===== src/rtl/lft_pkg.sv =====
// lft_pkg: shared types, constants and helpers for the login failure throttle
// depends on nothing; imported by every module of the block
`default_nettype none

package lft_pkg;

  // cache geometry
  localparam int CacheEntries = 3;
  localparam int IdxW = (CacheEntries > 1) ? $clog2(CacheEntries) : 1;

  // command codes
  localparam logic [1:0] CMD_CHECK = 2'd0;
  localparam logic [1:0] CMD_INC   = 2'd1;
  localparam logic [1:0] CMD_RESET = 2'd2;

  // status codes
  localparam logic [1:0] STATUS_OK    = 2'd0;
  localparam logic [1:0] STATUS_LOCK  = 2'd1;
  localparam logic [1:0] STATUS_SHORT = 2'd2;

  // configuration port
  localparam int CfgIdxW  = 3;
  localparam int CfgDataW = 16;
  localparam logic [CfgIdxW-1:0] CFG_LOCKOUT_THRESHOLD  = 3'd0;
  localparam logic [CfgIdxW-1:0] CFG_LOCKOUT_SECONDS    = 3'd1;
  localparam logic [CfgIdxW-1:0] CFG_SHORT_WAIT_ENABLE  = 3'd2;
  localparam logic [CfgIdxW-1:0] CFG_SHORT_WAIT_SECONDS = 3'd3;
  localparam logic [CfgIdxW-1:0] CFG_COUNT_SUPPRESS     = 3'd4;

  // register reset values
  localparam logic [3:0]  RST_LOCKOUT_THRESHOLD  = 4'd3;
  localparam logic [15:0] RST_LOCKOUT_SECONDS    = 16'd900;
  localparam logic        RST_SHORT_WAIT_ENABLE  = 1'b1;
  localparam logic [15:0] RST_SHORT_WAIT_SECONDS = 16'd15;
  localparam logic        RST_COUNT_SUPPRESS     = 1'b0;

  localparam logic [7:0] FAIL_MAX = 8'd255;

  typedef struct packed {
    logic [1:0]  cmd;
    logic [31:0] client_ip;
    logic [63:0] account_key;
    logic [31:0] now_seconds;
  } req_t;

  typedef struct packed {
    logic [1:0] status;
    logic       hit;
  } rsp_t;

  typedef struct packed {
    logic [3:0]  lockout_threshold;
    logic [15:0] lockout_seconds;
    logic        short_wait_enable;
    logic [15:0] short_wait_seconds;
    logic        count_suppress;
  } cfg_t;

  // per-slot update strobes from the recency logic
  typedef struct packed {
    logic fill;
    logic bump;
    logic clear;
  } slot_ctl_t;

  // per-slot lookup report
  typedef struct packed {
    logic       valid;
    logic       hit;
    logic [1:0] status;
  } slot_rpt_t;

  // signed wrapping time difference inside a window; future times count as inside
  function automatic logic time_in_window(input logic [31:0] now, input logic [31:0] then,
                                          input logic [15:0] window);
    logic [31:0] d;
    d = now - then;
    return d[31] || (d <= {16'd0, window});
  endfunction

endpackage

`default_nettype wire


===== src/rtl/lft_slot.sv =====
// lft_slot: one cache entry with its key compare, window test and update
// depends on lft_pkg
`default_nettype none

module lft_slot (
  input  wire logic              clk,
  input  wire logic              rst,
  input  wire lft_pkg::req_t     req,
  input  wire lft_pkg::cfg_t     cfg,
  input  wire lft_pkg::slot_ctl_t ctl,
  output lft_pkg::slot_rpt_t     rpt
);
  import lft_pkg::*;

  logic        valid;
  logic [31:0] ip;
  logic [63:0] account;
  logic [7:0]  failures;
  logic [31:0] stamp;

  always_comb begin
    rpt.valid  = valid;
    rpt.hit    = valid && (ip == req.client_ip) && (account == req.account_key);
    rpt.status = STATUS_OK;
    if (failures >= {4'd0, cfg.lockout_threshold}) begin
      if (time_in_window(req.now_seconds, stamp, cfg.lockout_seconds)) begin
        rpt.status = STATUS_LOCK;
      end
    end else if ((failures != 8'd0) && cfg.short_wait_enable) begin
      if (time_in_window(req.now_seconds, stamp, cfg.short_wait_seconds)) begin
        rpt.status = STATUS_SHORT;
      end
    end
  end

  always_ff @(posedge clk) begin
    if (rst) begin
      valid <= 1'b0;
    end else if (ctl.fill) begin
      valid <= 1'b1;
    end
  end

  // payload, no reset
  always_ff @(posedge clk) begin
    if (ctl.fill) begin
      ip       <= req.client_ip;
      account  <= req.account_key;
      failures <= 8'd0;
      stamp    <= req.now_seconds;
    end else if (ctl.clear) begin
      failures <= 8'd0;
      stamp    <= req.now_seconds;
    end else if (ctl.bump) begin
      if (failures != FAIL_MAX) failures <= failures + 8'd1;
      stamp <= req.now_seconds;
    end
  end

endmodule

`default_nettype wire


===== src/rtl/lft_recency.sv =====
// lft_recency: recency order, hit and victim selection, per-slot update strobes
// depends on lft_pkg
`default_nettype none

module lft_recency (
  input  wire logic               clk,
  input  wire logic               rst,
  input  wire logic               fire,
  input  wire logic [1:0]         cmd,
  input  wire logic               count_suppress,
  input  wire lft_pkg::slot_rpt_t rpt [lft_pkg::CacheEntries],
  output lft_pkg::slot_ctl_t      ctl [lft_pkg::CacheEntries],
  output lft_pkg::rsp_t           rsp
);
  import lft_pkg::*;

  logic [IdxW-1:0]         order      [CacheEntries];
  logic [IdxW-1:0]         order_next [CacheEntries];
  logic [CacheEntries-1:0] valid_vec;
  logic [CacheEntries-1:0] hit_vec;
  logic [CacheEntries-1:0] pos_valid;
  logic [CacheEntries-1:0] pos_hit;
  logic [CacheEntries-1:0] fill_oh;
  logic [CacheEntries-1:0] move_oh;
  logic [CacheEntries-1:0] before_move;
  logic                    any_hit;
  logic                    found;
  logic [1:0]              status_or;
  logic                    is_check;
  logic                    is_inc;
  logic                    is_reset;

  always_comb begin
    for (int s = 0; s < CacheEntries; s++) begin
      valid_vec[s] = rpt[s].valid;
      hit_vec[s]   = rpt[s].hit;
    end
    any_hit = |hit_vec;

    // valid slots sit at the front of the order, so the first empty position is the free one
    found = 1'b0;
    for (int p = 0; p < CacheEntries; p++) begin
      pos_valid[p] = valid_vec[order[p]];
      pos_hit[p]   = hit_vec[order[p]];
      fill_oh[p]   = !found && !pos_valid[p];
      if (!pos_valid[p]) found = 1'b1;
    end
    if (!found) fill_oh[CacheEntries-1] = 1'b1;

    move_oh = any_hit ? pos_hit : fill_oh;

    // move-to-front: positions up to the moved one shift back by one
    order_next[0] = '0;
    for (int p = 0; p < CacheEntries; p++) begin
      if (move_oh[p]) order_next[0] = order_next[0] | order[p];
    end
    before_move[0] = 1'b1;
    for (int q = 1; q < CacheEntries; q++) begin
      before_move[q] = before_move[q-1] && !move_oh[q-1];
      order_next[q]  = before_move[q] ? order[q-1] : order[q];
    end
  end

  always_comb begin
    is_check = fire && (cmd == CMD_CHECK);
    is_inc   = fire && (cmd == CMD_INC) && !count_suppress;
    is_reset = fire && (cmd == CMD_RESET);
    for (int s = 0; s < CacheEntries; s++) begin
      ctl[s].fill  = is_check && !any_hit && (order_next[0] == IdxW'(s));
      ctl[s].bump  = is_inc && valid_vec[s] && (order[0] == IdxW'(s));
      ctl[s].clear = is_reset && valid_vec[s] && (order[0] == IdxW'(s));
    end
  end

  always_comb begin
    status_or = STATUS_OK;
    for (int s = 0; s < CacheEntries; s++) begin
      if (hit_vec[s]) status_or = status_or | rpt[s].status;
    end
    rsp.hit    = (cmd == CMD_CHECK) && any_hit;
    rsp.status = rsp.hit ? status_or : STATUS_OK;
  end

  always_ff @(posedge clk) begin
    if (rst) begin
      for (int p = 0; p < CacheEntries; p++) order[p] <= IdxW'(p);
    end else if (is_check) begin
      order <= order_next;
    end
  end

endmodule

`default_nettype wire


===== src/rtl/login_failure_lru_throttle.sv =====
// login_failure_lru_throttle: top level, request register, result register, config
// a request waits in the request register; its lookup and cache update run as it moves to the result register
// throughput: one request per cycle when neither channel stalls; a full, stalled result register holds the request
// reset (synchronous, rst high): cache empty, recency order 0..n-1, config at defaults
// depends on lft_pkg, lft_slot and lft_recency
`default_nettype none

module login_failure_lru_throttle (
  input  wire logic                          clk,
  input  wire logic                          rst,
  // request channel
  input  wire logic                          req_valid,
  output logic                               req_stall,
  input  wire lft_pkg::req_t                 req,
  // result channel
  output logic                               rsp_valid,
  input  wire logic                          rsp_stall,
  output lft_pkg::rsp_t                      rsp,
  // configuration writes
  input  wire logic                          cfg_write,
  input  wire logic [lft_pkg::CfgIdxW-1:0]   cfg_index,
  input  wire logic [lft_pkg::CfgDataW-1:0]  cfg_data
);
  import lft_pkg::*;

  cfg_t      cfg;
  req_t      req_q;
  logic      req_q_valid;
  logic      advance;
  logic      fire;
  rsp_t      result;
  slot_rpt_t rpt [CacheEntries];
  slot_ctl_t ctl [CacheEntries];

  // configuration registers, unknown indexes ignored
  always_ff @(posedge clk) begin
    if (rst) begin
      cfg.lockout_threshold  <= RST_LOCKOUT_THRESHOLD;
      cfg.lockout_seconds    <= RST_LOCKOUT_SECONDS;
      cfg.short_wait_enable  <= RST_SHORT_WAIT_ENABLE;
      cfg.short_wait_seconds <= RST_SHORT_WAIT_SECONDS;
      cfg.count_suppress     <= RST_COUNT_SUPPRESS;
    end else if (cfg_write) begin
      case (cfg_index)
        CFG_LOCKOUT_THRESHOLD:  cfg.lockout_threshold  <= cfg_data[3:0];
        CFG_LOCKOUT_SECONDS:    cfg.lockout_seconds    <= cfg_data;
        CFG_SHORT_WAIT_ENABLE:  cfg.short_wait_enable  <= cfg_data[0];
        CFG_SHORT_WAIT_SECONDS: cfg.short_wait_seconds <= cfg_data;
        CFG_COUNT_SUPPRESS:     cfg.count_suppress     <= cfg_data[0];
        default: ;
      endcase
    end
  end

  // the held request moves on whenever the result register is free or being emptied
  assign advance   = !rsp_valid || !rsp_stall;
  assign fire      = req_q_valid && advance;
  assign req_stall = req_q_valid && !advance;

  always_ff @(posedge clk) begin
    if (rst) begin
      req_q_valid <= 1'b0;
    end else if (!req_stall) begin
      req_q_valid <= req_valid;
    end
  end

  // request payload, no reset
  always_ff @(posedge clk) begin
    if (req_valid && !req_stall) begin
      req_q <= req;
    end
  end

  // one compare and window test per cache entry
  for (genvar s = 0; s < CacheEntries; s++) begin : g_slot
    lft_slot u_slot (
      .clk (clk),
      .rst (rst),
      .req (req_q),
      .cfg (cfg),
      .ctl (ctl[s]),
      .rpt (rpt[s])
    );
  end

  // recency order, victim choice and result selection
  lft_recency u_recency (
    .clk            (clk),
    .rst            (rst),
    .fire           (fire),
    .cmd            (req_q.cmd),
    .count_suppress (cfg.count_suppress),
    .rpt            (rpt),
    .ctl            (ctl),
    .rsp            (result)
  );

  // result register
  always_ff @(posedge clk) begin
    if (rst) begin
      rsp_valid <= 1'b0;
    end else if (advance) begin
      rsp_valid <= req_q_valid;
    end
  end

  always_ff @(posedge clk) begin
    if (fire) begin
      rsp <= result;
    end
  end

endmodule

`default_nettype wire


===== config.mk =====
export PLATFORM = sky130hd
export DESIGN_NAME = login_failure_lru_throttle
export DESIGN_NICKNAME = d
export VERILOG_FILES = /design/src/rtl/lft_pkg.sv /design/src/rtl/lft_slot.sv /design/src/rtl/lft_recency.sv /design/src/rtl/login_failure_lru_throttle.sv
export SDC_FILE = /design/constraint.sdc
export NUM_CORES = 1
export LEC_CHECK = 0
export ABC_AREA = 1
export ABC_CLOCK_PERIOD_IN_PS = 4100
export BUFFER_PORTS_ARGS = -buffer_cell sky130_fd_sc_hd__clkbuf_2
export CAP_MARGIN = 20
export CORE_ASPECT_RATIO = 0.9
export CORE_MARGIN = 2
export CORE_UTILIZATION = 45
export CTS_CLUSTER_SIZE = 40
export DETAILED_ROUTE_END_ITERATION = 16
export PLACE_DENSITY = 0.66
export SLEW_MARGIN = 20
export SYNTH_ARGS = -nofsm -noshare
export SYNTH_HDL_FRONTEND = slang
export SYNTH_SLANG_ARGS = --single-unit

===== constraint.sdc =====
create_clock -name clk -period 4.1 [get_ports clk]
set_clock_uncertainty 0.05 [all_clocks]
set_input_delay 0.205 -clock clk [delete_from_list [all_inputs] [get_ports clk]]
set_output_delay 0.205 -clock clk [all_outputs]
set_load 0.03 [all_outputs]

==> summary.md <==
| Metric | Value |
|---|---|
| Clock slew at reported path FFs | approximately 0.06 ns |
| Via/cell ratio | 5.33 |
| Cell row count | 97 |
| Cts bufs inserted | 69 |
| Die W | 299 um |
| Hold_sp | cfg_index[2] |
| Hold endpoint | cfg[35] |
| Final Hold Viols | 0 |
| P_leak | 19.4 nW |
| Count of cell types in the netlist | 51 |
| CTS Sinks | 590 |
| CTS Root Buffer Type | clkbuf_16 |
| CP Capture Type | register |
| Worst-margin pin slew | between 1 and 1.5 ns |
| DIE AREA | 0.0805 mm2 |
| WL/cell | 22.5 um |
| Gpl congestion | approximately 1.1 |
| Min Tclk post-route | between 3 and 4 ns |
| Initial antenna violation count | 4 |
| Crit Path Category | reg2reg |
| Post-synthesis cell area | approximately 0.035 mm2 |
| Req. time, crit path | 4.57 ns |
| Arrival @ worst endpoint | 4.32 ns |
| Detail Route Antenna Nets | 0 |
| Layout cell share with drive strength beyond 1 | 0.101 |
| PD cells | 367 mW/mm2 |
| Setup tns final | 0 ns |
| Worst hold path stage count | 5 |
| DRT iter0 DRCs | roughly 4k |
| CTS tree | done |
| Core area | around 0.08 mm2 |
| Mapped Nets | around 4.7k |
| CP Launch Type | register |
| Worst setup margin | 0.255 ns |
| Final nets | 5192 |
| Flop-to-flop setup slack | 0.25 ns |
| H-Tree Level Count | 3 |
| Cells after Synth | 4359 |
| RSZ-0062 raised after global routing | false |
| Later-pin clock latency in the skew report | 0.66 ns |
| Vias in the first global route | 28.8k |
| Filler cell count in the final layout | about 7.3k |
| Largest net degree at the start of global routing | 68 |
| Post-Syn Area per Cell | 8.08 um2 |
| IO Pins | 159 |
| Initial Util | 0.453 |
| Reg-to-Reg Start | req_q[9] |
| #FFs+latches synth | 590 |
| Sequential area share after synthesis | 0.482 |
| RR Endpoint | rsp[1] |
| Residual DRC | 0 |
| Slew HR | 0.253 |
| Area grow syn2layout | 19.7% |
| Antenna Diode Count | 0 |
| All-Layer GR Usage | 0.326 |
| Post-DP HPWL | 109000 um |
| Worst reg-to-reg path cell count | 18 |
| Dpl ws | about 0.21 ns |
| Crit path max fanout | 6 |
| Tcrit/Tclk final | 0.938 |
| CTS max path bufs | 3 |
| Setup Viol. Count Final | 0 |
| Warnings from Yosys | 0 |
| F_max | 260 MHz |
| Total power | 15.5 mW |
| Vias | 31.6k |
| Crit path from | req_q[9] |
| Die H | about 270 um |
| Overflow after GRT | 0 |
| Max-cap viol count | 0 |
| Setup Fix Bufs, Post-CTS | 0 |
| DR pass1 iterations | 8 |
| VDD IR max | 0.346 mV |
| Outcome | complete, no violations |
| First-pass GRT wire length | 191000 um |
| Max-slew violation count | 0 |
| Tightest Hold Check Type | in2reg |
| IO Port Bufs | 158 |
| Final wirelength | 134000 um |
## cells by family (layout without fill, tap and decap cells)
family	after synthesis	after routing	share of synthesized area
and+or+nand+nor	2273	2273	0.270
adders and majority gates	210	210	0.0752
buffers and inverters	771	1295	0.0823
AOI/OAI and AO/OA	393	393	0.0603
DFF	590	590	0.482
xor gates and xnor gates	122	122	0.0303
## what timing repair did
item | 4_1_cts | 5_1_grt
hold buffers | 161 | 0
setup endpoints to repair | 0 | 2
hold endpoints to repair | 176 | 0
resized for setup | 0 | 9
## worst max-delay path, stage by stage (launching register included)
cell       delay (ns)
edfxtp_1         0.53
ha_1             0.44
nand2_1          0.13
nor2_1           0.26
nand2_1          0.08
o21ai_0          0.35
xor2_1           0.36
ha_1             0.32
a21oi_1          0.16
nor2_1           0.05
a2111oi_0        0.35
nand2_1          0.09
nand2_1          0.08
nand3_1          0.07
nand2_1          0.16
nand2_1          0.07
nand3_1          0.08
nand2_1          0.05
inv_1            0.04
## per-layer routing
| layer | routed length, um | track usage | vias to the layer above | share of wire |
|---|---|---|---|---|
| met2 | 50700 | 0.429 | 1599 | 0.38 |
| met5 | 0 | 0 | - | 0 |
| li1 | - | - | 15073 | - |
| met1 | 62100 | 0.506 | 14765 | 0.47 |
| met4 | 2230 | 0.0580 | 0 | 0.017 |
| met3 | 18500 | 0.119 | 154 | 0.14 |
## final cells by class
type | count | area, um2 | share of cell area
clock buffers | 78 | 1800 | 0.0427
clock inverters | 48 | 495 | 0.0117
inverters | 760 | 2870 | 0.0680
multi-input cells | 2998 | 15400 | 0.365
flip-flops and latches | 590 | 17000 | 0.403
well taps | 1039 | 1300 | 0.0308
repair buffers | 409 | 3330 | 0.0789
## cells in the mapped netlist, drive strengths merged
master   instances  area share
nand2         1390        0.15
a21o             4     0.00085
o21ai          144       0.020
o21a             6      0.0013
clkbuf          10      0.0011
edfxtp         517        0.44
nor3b            5      0.0011
o221ai           3     0.00075
and2             6      0.0011
a21boi           4     0.00085
nor2           495       0.056
a2111oi          1     0.00025
o31ai            1     0.00021
a31oi            5      0.0012
fa               3      0.0017
a211oi           6      0.0013
xnor2           57       0.014
or4              1     0.00021
xor2            65       0.016
nor4b            1     0.00025
nand3b          12      0.0026
nand4          122       0.022
dfxtp           73       0.041
o2111ai          4     0.00099
nor4             3     0.00071
o211ai          11      0.0023
clkinv           4     0.00043
or2             17      0.0030
nor3            58      0.0085
ha             207       0.074
nand3          163       0.024
inv            756       0.081
o21bai           7      0.0015
a21oi          197       0.028
buf              1     0.00021
## placed cells by master, fill, tap and decap left out, types with 54 or more instances in the layout
| cell | n |
|---|---|
| clkbuf_2 | 158 |
| buf_4 | 70 |
| dlygate4sd3_1 | 161 |
| inv_1 | 684 |
| clkbuf_16 | 70 |
| xor2_1 | 62 |
| nor3_1 | 54 |
| a21oi_1 | 194 |
| ha_1 | 206 |
| o21ai_0 | 135 |
| nand3_1 | 155 |
| nor2_1 | 465 |
| nand2_1 | 1381 |
| edfxtp_1 | 517 |
| xnor2_1 | 57 |
| nand4_1 | 122 |
| inv_2 | 67 |
| dfxtp_1 | 73 |
## how the worst max path moves through the flow
stage and to:
5_1_grt rsp[2], 4_1_cts rsp[2], 2_1_floorplan req_q[0], 3_3_place_gp rsp[2], 6_report rsp[1], 3_5_place_dp rsp[2]
## state kept, by name (all words and copies together), names as in the netlist
signal,cells
g_slot.u_slot.account,192
req_q,130
g_slot.u_slot.ip,96
g_slot.u_slot.stamp,96
cfg,38
g_slot.u_slot.failures,24
u_recency.order,6
g_slot.u_slot.valid,3
rsp,3
req_q_valid,1
rsp_valid,1
## where the power goes
part | internal [mW] | switching, mW | leakage, nW
combinational | 0.782 | 1.43 | 13.0
sequential | 6.71 | 0.206 | 5.36
clock | 3.59 | 2.76 | 1.10
total | 11.1 | 4.40 | 19.4
## per-stage QoR
stage / instances / util / hold WS [ns] / instance area, um2
after floorplan: 4359 / - / 0.254 / 35200
after global placement: 5635 / 0.492 / 0.332 / 38200
after detailed placement: 5635 / 0.492 / 0.334 / 38200
after CTS: 5922 / 0.542 / 0.0952 / 42100
after global routing: 5922 / 0.543 / 0.151 / 42200
final: 5922 / 0.543 / 0.140 / 42200
No activity file was read; power rests on OpenSTA's default activity.
